===== config.mk =====
export PLATFORM = sky130hd
export DESIGN_NAME = yrag_scale
export DESIGN_NICKNAME = d
export VERILOG_FILES = /design/src/rtl/core/yrag_pkg.sv /design/src/rtl/core/yrag_scale.sv
export SDC_FILE = /design/constraint.sdc
export NUM_CORES = 2
export LEC_CHECK = 0
export BUFFER_PORTS_ARGS = -buffer_cell sky130_fd_sc_hd__clkbuf_2
export CORE_AREA = 2 2 345 347
export CTS_CLUSTER_SIZE = 30
export DETAILED_ROUTE_END_ITERATION = 8
export DIE_AREA = 0 0 347 349
export PLACE_DENSITY_LB_ADDON = 0.2
export SYNTH_ARGS = -nofsm -noshare
export SYNTH_HDL_FRONTEND = slang
export SYNTH_SLANG_ARGS = --single-unit

===== constraint.sdc =====
create_clock -name clk -period 1 [get_ports clk]
set_input_delay 0.2 -clock clk [delete_from_list [all_inputs] [get_ports clk]]
set_output_delay 0.2 -clock clk [all_outputs]
set_load 0.1 [all_outputs]

===== src/rtl/core/yrag_pkg.sv =====
// yrag_pkg: shared types and constants of the yuv420 clip rectangle address generator
`default_nettype none
package yrag_pkg;

	localparam int FRAC_BITS = 11;

	// register indexes of the configuration port
	localparam logic [2:0] REG_FRAME_BASE  = 3'd0;
	localparam logic [2:0] REG_FORMAT      = 3'd1;
	localparam logic [2:0] REG_FRAME_W     = 3'd2;
	localparam logic [2:0] REG_FRAME_H     = 3'd3;
	localparam logic [2:0] REG_DEST_BASE   = 3'd4;
	localparam logic [2:0] REG_DEST_PITCH  = 3'd5;
	localparam logic [2:0] REG_SCALE_X     = 3'd6;
	localparam logic [2:0] REG_SCALE_Y     = 3'd7;

	// format codes
	localparam logic [1:0] FMT_YV12 = 2'd0;
	localparam logic [1:0] FMT_I420 = 2'd1;

	localparam logic [15:0] SCALE_ONE = 16'd2048;

	typedef struct packed {
		logic [31:0] frame_base_addr;
		logic [1:0]  format_mode;
		logic [11:0] src_width;
		logic [11:0] src_height;
		logic [31:0] dest_base_addr;
		logic [14:0] dest_pitch;
		logic [15:0] scale_x;
		logic [15:0] scale_y;
	} cfg_t;

	typedef struct packed {
		logic signed [15:0] rect_left;
		logic signed [15:0] rect_top;
		logic signed [15:0] rect_right;
		logic signed [15:0] rect_bottom;
		logic signed [15:0] box_left;
		logic signed [15:0] box_top;
	} in_word_t;

	typedef struct packed {
		logic        ok;
		logic [31:0] y_address;
		logic [31:0] u_address;
		logic [31:0] v_address;
		logic [31:0] dest_address;
		logic [31:0] crop_width;
		logic [31:0] crop_height;
		logic [15:0] out_width;
		logic [15:0] out_height;
	} out_word_t;

	// after the difference stage
	typedef struct packed {
		logic [15:0] w;
		logic [15:0] h;
		logic [15:0] dx;
		logic [15:0] dy;
		logic [15:0] rl;
		logic [15:0] rt;
	} s1_t;

	// after the scaling stage
	typedef struct packed {
		logic [15:0] w;
		logic [15:0] h;
		logic [20:0] cw;
		logic [20:0] ch;
		logic [15:0] sx;
		logic [15:0] sy;
		logic [31:0] dest_part;
		logic [31:0] dest_row;
	} s2_t;

	// after the plane product stage
	typedef struct packed {
		logic [15:0] w;
		logic [15:0] h;
		logic [20:0] cw;
		logic [20:0] ch;
		logic [15:0] sx;
		logic [27:0] sy_fw;
		logic [25:0] row;
		logic [23:0] luma;
		logic [31:0] dest_address;
	} s3_t;

endpackage
`default_nettype wire


===== src/rtl/core/yrag_scale.sv =====
// yrag_scale: second stage, 5.11 scaling and destination row product
`default_nettype none
module yrag_scale (
	input  wire logic          clk,
	input  wire logic          arst_n,
	input  wire yrag_pkg::cfg_t cfg,
	input  wire logic          valid_s1,
	input  wire yrag_pkg::s1_t data_s1,
	output logic               valid_s2,
	output yrag_pkg::s2_t      data_s2
);
	import yrag_pkg::*;

	logic [31:0] pw;
	logic [31:0] ph;
	logic [31:0] px;
	logic [31:0] py;
	logic [31:0] prow;
	logic [31:0] rl2;

	assign pw   = data_s1.w  * cfg.scale_x;
	assign ph   = data_s1.h  * cfg.scale_y;
	assign px   = data_s1.dx * cfg.scale_x;
	assign py   = data_s1.dy * cfg.scale_y;
	// signed top times unsigned pitch, low 32 bits
	assign prow = {{16{data_s1.rt[15]}}, data_s1.rt} * {17'd0, cfg.dest_pitch};
	assign rl2  = {{15{data_s1.rl[15]}}, data_s1.rl, 1'b0};

	always_ff @(posedge clk or negedge arst_n) begin
		if (!arst_n) begin
			valid_s2 <= 1'b0;
		end else begin
			valid_s2 <= valid_s1;
		end
	end

	always_ff @(posedge clk) begin
		if (valid_s1) begin
			data_s2.w         <= data_s1.w;
			data_s2.h         <= data_s1.h;
			data_s2.cw        <= pw[31:FRAC_BITS];
			data_s2.ch        <= ph[31:FRAC_BITS];
			data_s2.sx        <= px[FRAC_BITS+15:FRAC_BITS];
			data_s2.sy        <= py[FRAC_BITS+15:FRAC_BITS];
			data_s2.dest_part <= cfg.dest_base_addr + rl2;
			data_s2.dest_row  <= prow;
		end
	end
endmodule
`default_nettype wire


==> impl_metrics.toml <==
[critical_path]
worstPathRequired_ns = 1.30
crit_path_start_kind = "input port"
cp_max_fo = 8
cp_common_cell = "fa_1"
cp.arrival_ns = 5.77
slowest_stage = "fa_1"
end_kind = "flip-flop"
slowest_delay_ns = 0.56
path_class = "in2reg"
cp_cell_sequence = "clkbuf_16, buf_12, and2_4, fa_1, inv_1, fa_1, inv_1, fa_1, fa_2, fa_1, inv_1, fa_2, inv_2, ha_4, a211o_1, o211ai_1, nand2b_1, or4_4, o221a_4, o211ai_1, nand2_1, nor2_2, xnor2_1"

[logic_synthesis]
dominantRegCellSynth = "edfxtp_1"
ys_types = 65
syn_area_per_cell_um2 = 9.45
synth_seq_cells = 171
yosysSeqAreaShare_pct = 11.0
ys_top_cells_by_area = "fa_1 43%, ha_1 12%, edfxtp_1 11%, inv_1 9.7%, and2_1 7.5%"
async_flop_share_pct = 0.585
yosys.area.top_type = "fa_1"
synth_edf_count = 170
postSynthCellCount = 4937
synth_top_area_share_pct = 43.0
synthesis.area_um2 = 46700
syn_nets = 6640
yosysWarningCount = 0

[clock_tree]
h-tree-depth = 4
cts_root_buf = "clkbuf_16"
cts_sinks = 171
cts_made_buffers = 17
cts_tree = "done"
cts.path.max_buffers = 2
cts.clk_slew.worst_paths_ns = 0.11

[floorplan]
die_h_um = 349
die_area_um2 = 121000
core_um2 = 117000
die_width_um = 347
start_util_pct = 39.7
ios = 407
rows = 126

[global_route]
grt_max_degree = 41
antenna_found_initial = 8
overflow = 0
grt_usage_pct = 22.2
first_global_vias = 39400
grt_pass1_wl_um = 211000

[hold_path]
worstHoldPathType = "in2reg"
hold_depth = 3

[place]
io_buffers = 348
dp_worst_setup_slack_ns = -5.21
dp_hpwl_um = 106000
finalWeightedCongestion = 0.874

[sta]
fmax_mhz = 183
layout_setup_ws_ns = -4.47
drv_slew = 0
setup_viol = 301
finalCriticalPeriod_ns = 5.47
relSlewSlack_pct = 70.5
hold_viol = 0
rsz0062_at_grt = "true"
fin_crit_sh_pct = 547
hold_slack_ns = 0.0752
worstMarginPinSlew_ns = 0.443

[run_status]
violations = "setup timing"
outcome = "complete, but fails checks"

[job]
maxCapViolations = 0

[layout]
fin_nets = 7667
post-route-util_pct = 54.7
layout_common_cells = "1105 x inv_1, 937 x fa_1, 678 x nand2_1"
mostFrequentLayoutCell = "inv_1"
areaGrowthSynthToFinish_pct = 37.7
layout-drive-gt1-share_pct = 30.2

[route]
postRouteWirelength_um = 129000
drt_iter0_drc = 1632
dr.pass1.iters = 7
routedWlPerCell_um = 17.2
detail-route-antenna-nets = 0
viasPerCell = 4.78
drc = 0
num_vias = 35900
[cell usage after synthesis, types with 2 or more instances]
cell type,count
or4_1,2
a2111o_1,2
a2111oi_0,3
o41ai_1,2
inv_1,1211
nor4_1,5
xor2_1,47
o31a_1,2
a211oi_1,7
fa_1,1003
nand4_1,16
a21o_1,44
a211o_1,7
o21bai_1,15
a31oi_1,9
edfxtp_1,170
nand3_1,19
and4_1,2
ha_1,464
o21ai_0,24
and2_1,559
o21ai_1,12
o311ai_0,2
a21oi_1,86
and3_1,11
nor3_1,23
nand2b_1,13
o211ai_1,12
or3_1,6
xnor2_1,106
o211a_1,2
clkbuf_1,192
or2_2,5
o31ai_1,3
o21a_1,21
nand2_1,715
a221oi_1,2
nor2b_1,13
nor2_1,72
o2111ai_1,3
[per-layer routing]
metal / wire length (um) / vias to the layer above / global-route usage (%) / share of wire (%)
met4: 2290 / 12 / 5.09 / 1.8
met3: 8430 / 110 / 5.06 / 6.5
met2: 62200 / 796 / 37.0 / 48
li1: - / 16700 / - / -
met1: 56200 / 18300 / 29.3 / 44
met5: 81 / - / 0 / 0.063
[timing repair]
item                                    CTS  global route
setup buffers                            90            67
hold buffers                             12             0
endpoints found under the hold margin    11             0
pin swaps                               253           242
resized for setup                       483           353
endpoints found under the setup margin  301           301
cloned                                   10             1
[sequential cells by signal, summed over array words and instances, names as in the netlist]
register	flops
data_s2	170
valid_s2	1
[kinds of logic after synthesis]
group	share of synthesized area [%]
flops	11.0
compound gates	3.97
xor+xnor	2.87
buf+inv	11.3
simple gates	15.4
fa+ha+maj	55.5
[final timing paths]
check,startpoint,endpoint,slack [ns]
min in group asynchronous,arst_n,valid_s2$_DFF_PN0_,0.47
max in group asynchronous,arst_n,valid_s2$_DFF_PN0_,0.42
max,cfg[36],data_s2[28]$_DFFE_PP_,-4.47
min,data_s1[89],data_s2[163]$_DFFE_PP_,0.08
[area by class of cell]
cell class / count / area [um2]
fillers: 10400 / 53200
multi-input cells: 3363 / 39300
repair buffers: 1200 / 12700
flip-flops and latches: 171 / 5130
inverters: 1211 / 4550
well taps: 1536 / 1920
clock buffers: 17 / 425
clock inverters: 15 / 189
diodes: 1 / 2.50
[metrics by stage]
stage,setup TNS [ns],cell area [um2],std cells
finish,-482.28,64200,7514
floorplan,-444.99,48400,4937
detailed placement,-519.17,58900,7343
CTS,-481.99,62600,7468
global placement,-515.35,58900,7343
global route,-504.92,64200,7514
[critical path: cells and delay by family]
family	cells	cell delay, ns
fa+ha+maj	7	3.17
simple gates	5	0.97
compound gates	4	0.88
buf+inv	6	0.45
xor+xnor	1	0.07
Power is not shown: default switching activity piles up to over one toggle a cycle in this logic, so the estimate is an artifact.
