==> src/rtl/core/yrag_pkg.sv <==
// yrag_pkg: shared types and constants of the yuv420 clip rectangle address generator
`default_nettype none
package yrag_pkg;

	localparam int FRAC_BITS = 11;

	// register indexes of the configuration port
	localparam logic [2:0] REG_FRAME_BASE  = 3'd0;
	localparam logic [2:0] REG_FORMAT      = 3'd1;
	localparam logic [2:0] REG_FRAME_W     = 3'd2;
	localparam logic [2:0] REG_FRAME_H     = 3'd3;
	localparam logic [2:0] REG_DEST_BASE   = 3'd4;
	localparam logic [2:0] REG_DEST_PITCH  = 3'd5;
	localparam logic [2:0] REG_SCALE_X     = 3'd6;
	localparam logic [2:0] REG_SCALE_Y     = 3'd7;

	// format codes
	localparam logic [1:0] FMT_YV12 = 2'd0;
	localparam logic [1:0] FMT_I420 = 2'd1;

	localparam logic [15:0] SCALE_ONE = 16'd2048;

	typedef struct packed {
		logic [31:0] frame_base_addr;
		logic [1:0]  format_mode;
		logic [11:0] src_width;
		logic [11:0] src_height;
		logic [31:0] dest_base_addr;
		logic [14:0] dest_pitch;
		logic [15:0] scale_x;
		logic [15:0] scale_y;
	} cfg_t;

	typedef struct packed {
		logic signed [15:0] rect_left;
		logic signed [15:0] rect_top;
		logic signed [15:0] rect_right;
		logic signed [15:0] rect_bottom;
		logic signed [15:0] box_left;
		logic signed [15:0] box_top;
	} in_word_t;

	typedef struct packed {
		logic        ok;
		logic [31:0] y_address;
		logic [31:0] u_address;
		logic [31:0] v_address;
		logic [31:0] dest_address;
		logic [31:0] crop_width;
		logic [31:0] crop_height;
		logic [15:0] out_width;
		logic [15:0] out_height;
	} out_word_t;

	// after the difference stage
	typedef struct packed {
		logic [15:0] w;
		logic [15:0] h;
		logic [15:0] dx;
		logic [15:0] dy;
		logic [15:0] rl;
		logic [15:0] rt;
	} s1_t;

	// after the scaling stage
	typedef struct packed {
		logic [15:0] w;
		logic [15:0] h;
		logic [20:0] cw;
		logic [20:0] ch;
		logic [15:0] sx;
		logic [15:0] sy;
		logic [31:0] dest_part;
		logic [31:0] dest_row;
	} s2_t;

	// after the plane product stage
	typedef struct packed {
		logic [15:0] w;
		logic [15:0] h;
		logic [20:0] cw;
		logic [20:0] ch;
		logic [15:0] sx;
		logic [27:0] sy_fw;
		logic [25:0] row;
		logic [23:0] luma;
		logic [31:0] dest_address;
	} s3_t;

endpackage
`default_nettype wire

==> src/rtl/core/yrag_plane.sv <==
// yrag_plane: third stage, plane products and destination address
`default_nettype none
module yrag_plane (
	input  wire logic          clk,
	input  wire logic          arst_n,
	input  wire yrag_pkg::cfg_t cfg,
	input  wire logic          valid_s2,
	input  wire yrag_pkg::s2_t data_s2,
	output logic               valid_s3,
	output yrag_pkg::s3_t      data_s3
);
	import yrag_pkg::*;

	logic [11:0] row_pitch;
	logic [26:0] row_prod;
	logic [25:0] row;

	// yv12 halves the pitch first, i420 halves the product
	assign row_pitch = (cfg.format_mode == FMT_YV12) ? {1'b0, cfg.src_width[11:1]}
		: cfg.src_width;
	assign row_prod  = data_s2.sy[15:1] * row_pitch;
	assign row       = (cfg.format_mode == FMT_YV12) ? row_prod[25:0] : row_prod[26:1];

	always_ff @(posedge clk or negedge arst_n) begin
		if (!arst_n) begin
			valid_s3 <= 1'b0;
		end else begin
			valid_s3 <= valid_s2;
		end
	end

	always_ff @(posedge clk) begin
		if (valid_s2) begin
			data_s3.w            <= data_s2.w;
			data_s3.h            <= data_s2.h;
			data_s3.cw           <= data_s2.cw;
			data_s3.ch           <= data_s2.ch;
			data_s3.sx           <= data_s2.sx;
			data_s3.sy_fw        <= data_s2.sy * cfg.src_width;
			data_s3.row          <= row;
			data_s3.luma         <= cfg.src_width * cfg.src_height;
			data_s3.dest_address <= data_s2.dest_part + data_s2.dest_row;
		end
	end
endmodule
`default_nettype wire

==> config.mk <==
export PLATFORM = sky130hd
export DESIGN_NAME = yrag_plane
export DESIGN_NICKNAME = d
export VERILOG_FILES = /design/src/rtl/core/yrag_pkg.sv /design/src/rtl/core/yrag_plane.sv
export SDC_FILE = /design/constraint.sdc
export NUM_CORES = 1
export LEC_CHECK = 0
export ABC_CLOCK_PERIOD_IN_PS = 800
export BUFFER_PORTS_ARGS = -buffer_cell sky130_fd_sc_hd__buf_2
export CAP_MARGIN = 10
export CORE_ASPECT_RATIO = 2
export CORE_UTILIZATION = 30
export CTS_CLUSTER_SIZE = 25
export DETAILED_ROUTE_END_ITERATION = 16
export GPL_ROUTABILITY_DRIVEN = 0
export PLACE_DENSITY = 0.56
export RECOVER_POWER = 25
export SKIP_LAST_GASP = 1
export SLEW_MARGIN = 20
export SYNTH_ARGS = -nofsm -noshare
export SYNTH_HDL_FRONTEND = slang
export SYNTH_SLANG_ARGS = --single-unit
export TNS_END_PERCENT = 30
==> constraint.sdc <==
create_clock -name clk -period 0.8 [get_ports clk]
set_input_delay 0.2 -clock clk [delete_from_list [all_inputs] [get_ports clk]]
set_output_delay 0.2 -clock clk [all_outputs]
set_load 0.02 [all_outputs]
==> qor.yml <==
flow_run:
  max_cap_viol_count: 0
clocking:
  tritoncts_num_sinks: 201
  tritoncts: "yes"
  root_buffer: "sky130_fd_sc_hd__clkbuf_16"
  clk_transition_reported_paths_ns: 0.06
  htreeDepth: 1
  cts-buffers-inserted: 23
  clk_path_buf_depth: 3
finish:
  fillerInstances: 7489
  finish.cell_count_without_fillers: 4458
  layout_common_cells: "417 x sky130_fd_sc_hd__inv_1, 375 x sky130_fd_sc_hd__buf_4, 358 x sky130_fd_sc_hd__buf_2"
  share_of_cells_above_drive_strength_1_pct: 41.0
  utilization_pct: 46.0
  design.final.nets: 4304
  mostFrequentLayoutCell: "sky130_fd_sc_hd__inv_1"
  area_growth_synth_to_finish_pct: 51.3
worst_setup_path:
  timing.critical_path.to: "data_s3[78]$_DFFE_PP_"
  timing.critical_path.mode_cell: "sky130_fd_sc_hd__fa_1"
  timing.critical_path.slowest_stage_cell: "sky130_fd_sc_hd__fa_1"
  timing.critical_path.max_delay_family: "adder cells"
  worstSetupPathType: "input port to flip-flop"
  critical_path.startpoint: "cfg[104]"
  timing.critical_path.required_ns: 1.13
  critical-path-max-stage-delay_ns: 0.53
  critical_path.endpoint_type: "flip-flop"
  cells_traversed_along_the_worst_timing_path: "buf_8 > or2_4 > buf_6 > nand2_4 > nand2_4 > buf_4 > buf_6 > nand2_2 > fa_1 > fa_1 > fa_1 > inv_1 > fa_1 > inv_1 > fa_1 > inv_2 > ha_4 > nor4_4 > o21ai_4 > a2111oi_4 > nor2b_2 > o22a_1 > xor2_1 > mux2_4"
  worst-endpoint-arrival_ns: 5.63
  worst_setup_path_start_kind: "input port"
  path_buf_inv: 7
  path_depth: 24
  critPathMaxFanout: 4
sta:
  worst_slew_margin_rel_pct: 70.6
  worst-slew-pin-transition_ns: 0.441
  hold_ws_ns: 0.0435
  timing.final.crit_share_pct: 663
  max_freq_mhz: 188
  report.final.setup_viol: 399
  slew_viol_final: 0
  finalWorstPathRequiredPeriod_ns: 5.31
  setup_ws_ns: -4.51
  setup_repair_after_global_routing_missed_its_margin: "true"
  timing_hold_violations_final: 0
yosys:
  yosys_warnings: 0
  seq_area_frac_synth_pct: 24.7
  netlist-cell-type-count: 59
  synth_edf_count: 200
  syn_area_um2: 24400
  postSynth.asyncResetShare_pct: 0.498
  synth_flop_cell: "sky130_fd_sc_hd__edfxtp_1"
  netlist.area_leader.share_pct: 30.4
  syn_inst: 2463
  synth_fp_nets: 3368
  synth_area_leader_cell: "sky130_fd_sc_hd__fa_1"
  synth_area_per_cell_um2: 9.91
  yosys_register_bits: 201
  yosys-top-cells-area: "sky130_fd_sc_hd__fa_1 30%, sky130_fd_sc_hd__edfxtp_1 25%, sky130_fd_sc_hd__ha_1 11%"
pwr:
  power.leakage_nw: 17.7
  power_density_nw_per_um2: 4300
  vdd_drop_max_v: 0.00594
die:
  placement_rows: 147
  dieHeight_um: 405
  die_area_um2: 82600
  floorplan.initialDensity_pct: 30.4
  die-width_um: 204
  boundaryPins: 511
  floorplan_core_area_um2: 80400
global_routing:
  pin_count_of_the_biggest_net_entering_global_routing: 38
  gr-total-overflow: 0
  grt_pass1_wl_um: 126000
  grt_pass1_vias: 22900
  grt_antenna_before_repair: 7
  gr-usage-all-layers_pct: 20.4
detailed_routing:
  remaining_drc_errors: 0
  vias_per_cell: 4.67
  drt_pre_antenna_iters: 4
  detail_route.wirelength_um: 86900
  detailroute.via_count: 20800
  drt-initial-drc-count: 696
  routed_wire_length_per_instance_um: 19.5
  postRouteAntennaNets: 0
status:
  outcome: "finished, violations left"
  failed_checks: "setup timing"
place:
  io_buffers: 399
  place.detailed.instances: 4225
  detailed_place_hpwl_um: 68600
  pre_cts_slack_ns: -5.37
hold_path:
  class_of_the_most_critical_hold_timing_path: "input port to flip-flop"
## where the power goes
group	switching, W	internal (W)	leakage [nW]
Sequential	0.000902	0.0171	1.97
Combinational	0.0646	0.0650	15.3
Clock	0.00519	0.00617	0.382
## per-layer routing
| metal | vias up | share of wire (%) | global-route usage, % |
|---|---|---|---|
| met5 | - | 0.076 | 0 |
| met4 | 12 | 5.8 | 10.6 |
| met3 | 206 | 5.3 | 3.30 |
| met2 | 598 | 59 | 42.9 |
| met1 | 10400 | 30 | 17.6 |
| li1 | 9587 | - | - |
## worst min path at each step
stage                startpoint                     to  slack, ns  cells past startpoint
floorplan                arst_n     valid_s3$_DFF_PN0_       -0.1                      0
global placement         arst_n     valid_s3$_DFF_PN0_      -0.02                      1
detailed placement       arst_n     valid_s3$_DFF_PN0_      -0.02                      1
CTS                 data_s2[31]  data_s3[31]$_DFFE_PP_       0.02                      3
global route        data_s2[31]  data_s3[31]$_DFFE_PP_       0.05                      3
finish              data_s2[31]  data_s3[31]$_DFFE_PP_       0.04                      3
## cells in the mapped netlist, drive strengths merged (5+ instances only)
cell	count
or2	6
xnor2	60
nand2b	15
fa	371
inv	468
clkbuf	111
nand4	11
a21o	45
nand3	12
nor2	39
ha	224
nor3	10
and3	15
o21a	17
a211oi	10
and2	176
nor2b	9
o211ai	5
nand2	422
xor2	33
a31oi	9
edfxtp	200
o21bai	6
a21oi	77
o31ai	5
o21ai	57
## kinds of logic after synthesis
| group | after synthesis | share of synthesized area (%) |
|---|---|---|
| multiplexers | 8 | 0.348 |
| adder cells (fa/ha/maj) | 595 | 41.9 |
| buffers and inverters | 579 | 8.90 |
| AO/OA/AOI/OAI | 255 | 6.77 |
| XOR/XNOR | 93 | 3.34 |
| flip-flops | 201 | 24.7 |
| AND/OR/NAND/NOR | 732 | 14.0 |
## sequential cells by signal, summed over array words and instances, names as in the netlist
register	cells
data_s3	200
valid_s3	1
## cell type report
| cell class | count | area [um^2] | share of cell area [%] |
|---|---|---|---|
| Multi-Input combinational cell | 1684 | 18800 | 50.8 |
| Timing Repair Buffer | 1021 | 8290 | 22.4 |
| Sequential cell | 201 | 6030 | 16.3 |
| Inverter | 468 | 1760 | 4.76 |
| Tap cell | 1043 | 1310 | 3.53 |
| Clock buffer | 26 | 597 | 1.62 |
| Clock inverter | 14 | 175 | 0.474 |
| Antenna cell | 1 | 2.50 | 0.00677 |
## tightest hold or removal path: cells and delay by family
family / cells / cell delay, ns
xor+xnor: 2 / 0.22
buf+inv: 1 / 0.08
## repair_timing
action,CTS,global route
buffers inserted,57,60
endpoints found under the setup margin,304,307
gates cloned,5,5
pin swaps,171,248
gates resized for setup,327,384
endpoints found under the hold margin,93,1
hold buffers,94,1
## stage by stage
step / instance area [um^2] / TNS [ns] / total power [W]
after global routing: 36900 / -401.04 / 0.170
after detailed placement: 31200 / -392.05 / 0.120
after CTS: 34800 / -391.37 / 0.150
after global placement: 31200 / -392.19 / 0.120
after floorplan: 25100 / -291.21 / 0.0774
final: 36900 / -381.30 / 0.159
Power figures use the tool's default switching activity.
