File: src/rtl/core/yrag_pkg.sv
// yrag_pkg: shared types and constants of the yuv420 clip rectangle address generator
`default_nettype none
package yrag_pkg;

	localparam int FRAC_BITS = 11;

	// register indexes of the configuration port
	localparam logic [2:0] REG_FRAME_BASE  = 3'd0;
	localparam logic [2:0] REG_FORMAT      = 3'd1;
	localparam logic [2:0] REG_FRAME_W     = 3'd2;
	localparam logic [2:0] REG_FRAME_H     = 3'd3;
	localparam logic [2:0] REG_DEST_BASE   = 3'd4;
	localparam logic [2:0] REG_DEST_PITCH  = 3'd5;
	localparam logic [2:0] REG_SCALE_X     = 3'd6;
	localparam logic [2:0] REG_SCALE_Y     = 3'd7;

	// format codes
	localparam logic [1:0] FMT_YV12 = 2'd0;
	localparam logic [1:0] FMT_I420 = 2'd1;

	localparam logic [15:0] SCALE_ONE = 16'd2048;

	typedef struct packed {
		logic [31:0] frame_base_addr;
		logic [1:0]  format_mode;
		logic [11:0] src_width;
		logic [11:0] src_height;
		logic [31:0] dest_base_addr;
		logic [14:0] dest_pitch;
		logic [15:0] scale_x;
		logic [15:0] scale_y;
	} cfg_t;

	typedef struct packed {
		logic signed [15:0] rect_left;
		logic signed [15:0] rect_top;
		logic signed [15:0] rect_right;
		logic signed [15:0] rect_bottom;
		logic signed [15:0] box_left;
		logic signed [15:0] box_top;
	} in_word_t;

	typedef struct packed {
		logic        ok;
		logic [31:0] y_address;
		logic [31:0] u_address;
		logic [31:0] v_address;
		logic [31:0] dest_address;
		logic [31:0] crop_width;
		logic [31:0] crop_height;
		logic [15:0] out_width;
		logic [15:0] out_height;
	} out_word_t;

	// after the difference stage
	typedef struct packed {
		logic [15:0] w;
		logic [15:0] h;
		logic [15:0] dx;
		logic [15:0] dy;
		logic [15:0] rl;
		logic [15:0] rt;
	} s1_t;

	// after the scaling stage
	typedef struct packed {
		logic [15:0] w;
		logic [15:0] h;
		logic [20:0] cw;
		logic [20:0] ch;
		logic [15:0] sx;
		logic [15:0] sy;
		logic [31:0] dest_part;
		logic [31:0] dest_row;
	} s2_t;

	// after the plane product stage
	typedef struct packed {
		logic [15:0] w;
		logic [15:0] h;
		logic [20:0] cw;
		logic [20:0] ch;
		logic [15:0] sx;
		logic [27:0] sy_fw;
		logic [25:0] row;
		logic [23:0] luma;
		logic [31:0] dest_address;
	} s3_t;

endpackage
`default_nettype wire

File: src/rtl/core/yrag_diff.sv
// yrag_diff: first stage, absolute coordinate differences
`default_nettype none
module yrag_diff (
	input  wire logic            clk,
	input  wire logic            arst_n,
	input  wire logic            valid,
	input  wire yrag_pkg::in_word_t word,
	output logic                 valid_s1,
	output yrag_pkg::s1_t        data_s1
);
	import yrag_pkg::*;

	function automatic logic [15:0] absdiff(input logic [15:0] a, input logic [15:0] b);
		logic [16:0] d;
		logic [16:0] n;
		d = {a[15], a} - {b[15], b};
		n = 17'd0 - d;
		return d[16] ? n[15:0] : d[15:0];
	endfunction

	always_ff @(posedge clk or negedge arst_n) begin
		if (!arst_n) begin
			valid_s1 <= 1'b0;
		end else begin
			valid_s1 <= valid;
		end
	end

	always_ff @(posedge clk) begin
		if (valid) begin
			data_s1.w  <= absdiff(word.rect_right, word.rect_left);
			data_s1.h  <= absdiff(word.rect_bottom, word.rect_top);
			data_s1.dx <= absdiff(word.rect_left, word.box_left);
			data_s1.dy <= absdiff(word.rect_top, word.box_top);
			data_s1.rl <= word.rect_left;
			data_s1.rt <= word.rect_top;
		end
	end
endmodule
`default_nettype wire

File: config.mk
export PLATFORM = sky130hd
export DESIGN_NAME = yrag_diff
export DESIGN_NICKNAME = d
export VERILOG_FILES = /design/src/rtl/core/yrag_pkg.sv /design/src/rtl/core/yrag_diff.sv
export SDC_FILE = /design/constraint.sdc
export NUM_CORES = 1
export LEC_CHECK = 0
export BUFFER_PORTS_ARGS = -buffer_cell sky130_fd_sc_hd__buf_2
export CORE_ASPECT_RATIO = 1.25
export CORE_MARGIN = 2
export CORE_UTILIZATION = 55
export CTS_BUF_LIST = sky130_fd_sc_hd__clkbuf_4 sky130_fd_sc_hd__clkbuf_8 sky130_fd_sc_hd__clkbuf_16
export CTS_CLUSTER_DIAMETER = 30
export CTS_CLUSTER_SIZE = 10
export DETAILED_ROUTE_END_ITERATION = 6
export HOLD_SLACK_MARGIN = 0.08
export MAX_ROUTING_LAYER = met4
export PLACE_DENSITY_LB_ADDON = 0.2
export SLEW_MARGIN = 40
export SYNTH_ARGS = -nofsm -noshare
export SYNTH_HDL_FRONTEND = slang
export SYNTH_SLANG_ARGS = --single-unit
File: constraint.sdc
create_clock -name clk -period 1 [get_ports clk]
set_input_delay 0.05 -clock clk [delete_from_list [all_inputs] [get_ports clk]]
set_output_delay 0.05 -clock clk [all_outputs]
set_load 0.005 [all_outputs]
==> results of run 1 <==
==> stage by stage <==
stage,util (%),instances
after floorplan,-,807
after detailed placement,82.1,1421
after CTS,91.1,1489
after global placement,82.1,1421
==> repair_timing <==
action                     in CTS
hold buffers                   34
buffers inserted               15
gates resized for setup       106
hold endpoints to repair       33
pin swaps                      64
cloned                          4
setup endpoints to repair      61
==> metal layers <==
layer  GRT usage [%]  overflow
met5               -         -
met4            71.3        11
met3            33.0         0
met2            92.3        20
met1            57.0         0
==> synth_stat cells (all sizes together) (5+ instances only) <==
cell type  number  share of area, %
xnor2          63               7.0
o21a           12               1.1
nand3          12              0.77
nor2b           8              0.64
a211oi          9               1.1
nand3b          7              0.67
nor3           25               1.7
nand2b         10              0.80
ha             68                11
inv            98               4.7
o211ai          7              0.67
xor2           33               3.7
or2             6              0.48
nand4           6              0.56
a21o           14               1.4
o21ai          41               2.7
a21boi          5              0.62
or3             5              0.41
and3           13               1.1
clkbuf         10              0.49
nor2           62               3.0
a21oi          48               3.2
a2111oi         8               1.5
nand2          48               2.3
a31oi          13               1.1
edfxtp         96                37
o31a            6              0.67
==> logic make-up after synthesis <==
family	after synthesis	synth area share, %
AOI/OAI and AO/OA	203	19.6
xor gates and xnor gates	96	10.7
adders and majority gates	72	11.9
buffers and inverters	112	5.58
DFF	97	37.1
muxes	5	0.686
and+or+nand+nor	222	14.5
==> flow_summary.ini, run 1 <==
[logic_synthesis]
synth_nets = 978
syn_area_per_cell_sq_um = 9.72
synth_cell_types = 88
synth_flop_cell = edfxtp_1
synth_warnings = 0
synth-edff-count = 96
synth_seq_cells = 97
synth.yosys.seq_area_share_pct = 37.1
netlist_instances = 807
ys_async_sr_fraction_pct = 1.03
netlist_area_sq_um = 7850

[timing]
worst_endpoint_kind = sequential cell input
grt-worst-endpoint = data_s1[47]$_DFFE_PP_/D

[global_route]
grt_overflow = 31
grt_start_max_net_pins = 54
grt_use_total_pct = 63.8

[run_status]
firstError = [ERROR GRT-0232] Routing congestion too high. Check the congestion heatmap in the GUI.
lastStage = global routing (5_1_grt)
status = stopped before the end

[clock_network]
htreeDepth = 3
clock-root-buffer = clkbuf_16
cts.sinks = 97
numCtsBuffers = 9
cts.path.max_buffers = 2

[place]
dp_hpwl_mm = 19.3
port-buffer-count = 195
place_congestion = 0.972
dp_slack_ns = -2.04
post_dp_cell_area_sq_um = 11400

[floorplanning]
io_pins = 196
initial_core_util_pct = 56.6
die_h_microns = 138
die_w_microns = 111
num_rows = 48
==> inputs of run 2 (changes only) <==
==> config.mk (replaced) <==
export PLATFORM = sky130hd
export DESIGN_NAME = yrag_diff
export DESIGN_NICKNAME = d
export VERILOG_FILES = /design/src/rtl/core/yrag_pkg.sv /design/src/rtl/core/yrag_diff.sv
export SDC_FILE = /design/constraint.sdc
export NUM_CORES = 1
export LEC_CHECK = 0
export BUFFER_PORTS_ARGS = -buffer_cell sky130_fd_sc_hd__buf_2
export CORE_MARGIN = 2
export CORE_UTILIZATION = 40
export DETAILED_ROUTE_END_ITERATION = 6
export PLACE_DENSITY_LB_ADDON = 0.15
export SLEW_MARGIN = 40
export SYNTH_ARGS = -nofsm -noshare
export SYNTH_HDL_FRONTEND = slang
export SYNTH_SLANG_ARGS = --single-unit
==> run 2 against run 1 <==
- the flow now finishes, with violations (setup timing)
- area after synthesis stayed put
- synthesized cell count stayed put
==> flow_summary.ini, run 2 <==
[finish]
top_regs = data_s1: 96 flops, valid_s1: 1 flops
area_growth_pct = 66.3
final_cell_mix = 271 x buf_4, 189 x buf_2, 96 x edfxtp_1
drive_gt1_share_pct = 51.3
final_area_sq_um = 13100
regMostFlops = data_s1
final_common_cell = buf_4
largest_reg_flops = 96
fin_nets = 1483
utilization_pct = 67.5

[critical_path]
crit_arrival_ns = 2.57
path_max_fanout = 2
critPathSlowestCell = or4_4
criticalPathCategory = in -> reg
cp_top_family = simple AND/OR/NAND/NOR gates
cp_cell_sequence = buf_12, inv_12, ha_4, inv_2, fa_2, a21o_1, a21oi_2, xnor2_1, or2_1, or4_4, nor2_4, nand2_2, o311a_1, xor2_1
cp.required_ns = 1.11
crit_path_start_kind = input port
slowest_delay_ns = 0.57
crit_buf_inv = 3
endpoint_kind = flop

[floorplanning]
io_pins = 196
dieArea_sq_um = 20800
die_w_microns = 144
core_area_sq_um = 19300
die_h_microns = 144
initial_core_util_pct = 40.6
num_rows = 51

[timing]
finalMaxSlewViolations = 0
min_period_ns = 2.46
fmax_mhz = 407
hold_viol_final = 0
period_share_pct = 246
timing.slew.headroom_pct = 66.2
setup_violations = 60
rsz0062_at_grt = true
tightest_slew_ns = 0.494
layout_setup_ws_ns = -1.46
tns_ns = -79.42

[run_status]
status = finished with violations
violations = setup timing

[power_and_ir_drop]
clkPwrFrac_pct = 21.0
powerDensity_nw_per_um2 = 1330
pwr-share-comb_pct = 46.9
finalPower_mw = 17.4
switching_share_pct = 32.9
vdd_drop_max_uv = 793
p_seq_share_pct = 32.1
switchingPower_mw = 5.72
p_leak_nw = 5.89
p_int_mw = 11.6

[clock_network]
clk_pin_slew_ns = 0.07
cts.path.max_buffers = 2
htreeDepth = 3
cts_tree = done
numCtsBuffers = 9
clock-root-buffer = clkbuf_16
cts.sinks = 97

[place]
dp_hpwl_mm = 17.9
port-buffer-count = 195
post_dp_cell_area_sq_um = 11500
place_congestion = 0.862
dp_slack_ns = -1.97

[detailed_routing]
route.detailed.drc = 0
detail_route.first_pass.iterations = 4
finalWirelength_mm = 23.8
avgRoutedWirePerCell_microns = 15.0
drt_iter0_drc = 297
via_per_inst = 4.94
ant_nets = 0
vias = 7823

[global_route]
grt_start_max_net_pins = 39
grt_pass1_vias = 7960
grt_first_pass_wirelength_mm = 36.7
grt_use_total_pct = 22.7
antenna_found_initial = 3
grt_overflow = 0

[logic_synthesis]
netlist_instances = 807
synth_nets = 978
netlist_area_sq_um = 7850
synth_cell_types = 88
yosysTopAreaCell = edfxtp_1
synth-edff-count = 96
synth_flop_cell = edfxtp_1
synth.area.top_cells = edfxtp_1 37%, ha_1 11%, xnor2_1 7.0%
synth.top_cell.area_share_pct = 36.7
synth.yosys.seq_area_share_pct = 37.1
ys_async_sr_fraction_pct = 1.03
synth_warnings = 0
synthTopCellsByCount = 98 x inv_1, 96 x edfxtp_1, 68 x ha_1, 63 x xnor2_1, 62 x nor2_1
syn_area_per_cell_sq_um = 9.72
synth_seq_cells = 97
synth_most_common_cell = inv_1

[worst_hold_path]
worst_hold_path.num_cells = 2
hold_end = data_s1[11]
hold_class = in -> reg
hold_path_startpoint = word[75]

[job]
cap_violations = 0
[run 2: kinds of logic after synthesis]
| kind of cell | Yosys count | share of synthesized area, % |
|---|---|---|
| xor gates and xnor gates | 96 | 10.7 |
| and+or+nand+nor | 222 | 14.5 |
| buffers and inverters | 112 | 5.58 |
| AOI/OAI and AO/OA | 203 | 19.6 |
| adders and majority gates | 72 | 11.9 |
| DFF | 97 | 37.1 |
| muxes | 5 | 0.686 |
[run 2: worst max path at each step]
| stage | depth (start not counted) | slack [ns] | start | endpoint |
|---|---|---|---|---|
| after floorplan | 12 | -1.66 | word[64] | data_s1[47] |
| after global placement | 13 | -1.94 | word[64] | data_s1[47] |
| after detailed placement | 13 | -1.97 | word[64] | data_s1[47] |
| after CTS | 14 | -1.46 | word[64] | data_s1[47] |
| after global routing | 14 | -1.57 | word[64] | data_s1[76] |
| final | 14 | -1.46 | word[64] | data_s1[47] |
[run 2: metal layers]
layer  wire length, microns  up-vias  global-route usage, %  share of wire, %
met5                      7        -                      0             0.029
met4                    465        2                   6.50               2.0
met3                   1310       30                   5.17               5.5
met2                  12900      183                   44.4                54
met1                   9150     3675                   24.1                38
li1                       -     3933                      -                 -
[run 2: repair_timing]
action                     CTS  global route
pin swaps                   57            39
hold buffers                24             1
cloned                       4             0
setup endpoints to repair   60            61
setup buffers               17             7
gates resized for setup     92            58
hold endpoints to repair    23             1
[run 2: final cells by class]
| class | instances | area, sq um |
|---|---|---|
| fill | 1598 | 6280 |
| multi-input combinational | 599 | 5480 |
| timing repair buffer | 507 | 3600 |
| sequential | 97 | 2910 |
| inverter | 98 | 435 |
| tap | 265 | 332 |
| clock buffer | 9 | 225 |
| clock inverter | 7 | 68.8 |
| antenna | 2 | 5.00 |
[run 2: power groups by stage]
stage	clock network (mW)	registers, mW	logic, mW
final	3.65	5.57	8.14
after CTS	3.74	5.58	7.78
after floorplan	0	5.78	3.62
after detailed placement	0	5.66	7.07
after global routing	3.85	5.65	8.89
after global placement	0	5.67	6.96
[run 2: stage by stage]
step | cells | hold WS, ns
after detailed placement | 1514 | -0.174
after global routing | 1583 | 0.00608
after floorplan | 807 | -0.246
after global placement | 1514 | -0.176
after CTS | 1575 | 0.00193
final | 1584 | 0.0118
(Power assumes the default switching activity.)
==> inputs of run 3 (changes only) <==
--- a/config.mk
+++ b/config.mk
@@ -7,9 +7,10 @@
 export LEC_CHECK = 0
 export BUFFER_PORTS_ARGS = -buffer_cell sky130_fd_sc_hd__buf_2
 export CORE_MARGIN = 2
-export CORE_UTILIZATION = 40
+export CORE_UTILIZATION = 30
+export CTS_BUF_LIST = sky130_fd_sc_hd__clkbuf_4
 export DETAILED_ROUTE_END_ITERATION = 6
-export PLACE_DENSITY_LB_ADDON = 0.15
+export PLACE_DENSITY = 0.52
 export SLEW_MARGIN = 40
 export SYNTH_ARGS = -nofsm -noshare
 export SYNTH_HDL_FRONTEND = slang
==> run 3 against run 2 <==
- the run still ends with setup timing left
- first-iteration DRC count increased by 19%
- count of clock-buffer cells in the layout rose by 1
- routed wire length increased by 3.6%
- global-route usage decreased by 5.0 points
- cell count increased by 5.8%
- die area is 32% higher
- sequential cell count unchanged
==> flow_summary.ini, run 3 (same netlist as run 2, synthesis figures left out) <==
[run_status]
status = finished with violations
violations = setup timing

[finish]
regMostFlops = data_s1
area_growth_pct = 68.9
top_regs = data_s1: 96 flops, valid_s1: 1 flops
fillers = 2414
drive_gt1_share_pct = 51.6
largest_reg_flops = 96
fin_nets = 1500
final_cell_mix = 276 x buf_4, 184 x buf_2, 96 x edfxtp_1
final_common_cell = buf_4

[floorplanning]
die_w_microns = 166
io_pins = 196
die_h_microns = 166
dieArea_sq_um = 27500
initial_core_util_pct = 30.4
num_rows = 59
core_area_sq_um = 25800

[power_and_ir_drop]
finalPower_mw = 16.2
p_leak_nw = 5.91
vdd_drop_max_uv = 636
powerDensity_nw_per_um2 = 1220

[detailed_routing]
route.detailed.drc = 0
via_per_inst = 4.72
vias = 7912
finalWirelength_mm = 24.7
avgRoutedWirePerCell_microns = 14.7
drt_iter0_drc = 353
detail_route.first_pass.iterations = 5
ant_nets = 0

[timing]
min_period_ns = 2.32
setup_violations = 157
tns_ns = -76.66
period_share_pct = 232
fmax_mhz = 432
rsz0062_at_grt = true
timing.slew.headroom_pct = 58.9
tightest_slew_ns = 0.601
hold_viol_final = 0
layout_setup_ws_ns = -1.32
finalMaxSlewViolations = 0

[critical_path]
cp.required_ns = 1.28
criticalPathCategory = in -> reg
cp_cell_sequence = buf_12, inv_12, ha_4, inv_2, fa_2, a211oi_4, o21ai_4, and3_4, a311o_1, a21o_1, a2111oi_4, buf_4, a31oi_4, xnor2_1
critPathSlowestCell = fa_2
crit_arrival_ns = 2.59
path_max_fanout = 3
slowest_delay_ns = 0.36
crit_path_start_kind = input port
endpoint_kind = flop

[worst_hold_path]
hold_path_startpoint = word[48]
hold_class = in -> reg
hold_end = data_s1[80]
worst_hold_path.num_cells = 4

[clock_network]
cts.path.max_buffers = 2
cts.sinks = 97
clk_pin_slew_ns = 0.17
clock-root-buffer = clkbuf_4
cts_tree = done
htreeDepth = 3
numCtsBuffers = 9

[global_route]
grt_first_pass_wirelength_mm = 39.6
grt_overflow = 0
grt_use_total_pct = 17.7
antenna_found_initial = 8
grt_pass1_vias = 7975
grt_start_max_net_pins = 26

[place]
dp_slack_ns = -1.97
port-buffer-count = 195
dp_hpwl_mm = 18.9
place_congestion = 0.843

[job]
cap_violations = 0
-- run 3: final cells by class --
cell class	count	area (sq um)	area share (%)
well taps	335	419	3.16
flip-flops and latches	97	2910	21.9
clock inverters	6	51.3	0.387
diodes	7	17.5	0.132
repair buffers	524	3780	28.5
multi-input cells	599	5560	42.0
clock buffers	10	75.1	0.567
inverters	98	435	3.29
-- run 3: worst max-delay path, delay by kind of cell --
family / cells / cell delay (ns)
AND/OR/NAND/NOR: 1 / 0.18
adder cells (fa/ha/maj): 2 / 0.48
XOR/XNOR: 1 / 0.13
AO/OA/AOI/OAI: 6 / 1.35
buffers and inverters: 4 / 0.39
-- run 3: worst max-delay path by stage --
stage | from | end | slack (ns)
floorplan | word[64] | data_s1[47] | -1.66
detailed placement | word[64] | data_s1[47] | -1.97
global route | word[80] | data_s1[63] | -1.38
finish | word[80] | data_s1[62] | -1.32
global placement | word[64] | data_s1[47] | -1.95
CTS | word[64] | data_s1[47] | -1.26
-- run 3: power by group --
group          internal, mW  switching [mW]
clock                 0.572            1.61
combinational          4.40            3.94
sequential             5.42           0.227
total                  10.4            5.77
-- run 3: layer usage --
layer,wire [microns],global-route usage [%]
met1,11300,23.3
met2,11800,29.4
met3,1230,3.97
met4,317,4.50
met5,27,0
-- run 3: per-stage QoR --
stage	util (%)	std cells	instance area (sq um)	hold WS, ns
floorplan	-	807	8260	-0.246
global placement	45.0	1587	11600	-0.174
detailed placement	45.0	1587	11600	-0.175
CTS	49.1	1655	12700	0.000248
global route	51.2	1673	13200	0.0290
finish	51.3	1676	13200	0.0286
-- run 3: repair_timing --
item | in CTS | in global routing
buffers inserted | 13 | 15
cloned | 3 | 1
setup endpoints to repair | 157 | 157
hold buffers | 37 | 0
gates resized for setup | 82 | 88
endpoints found under the hold margin | 41 | 0
pin swaps | 57 | 54
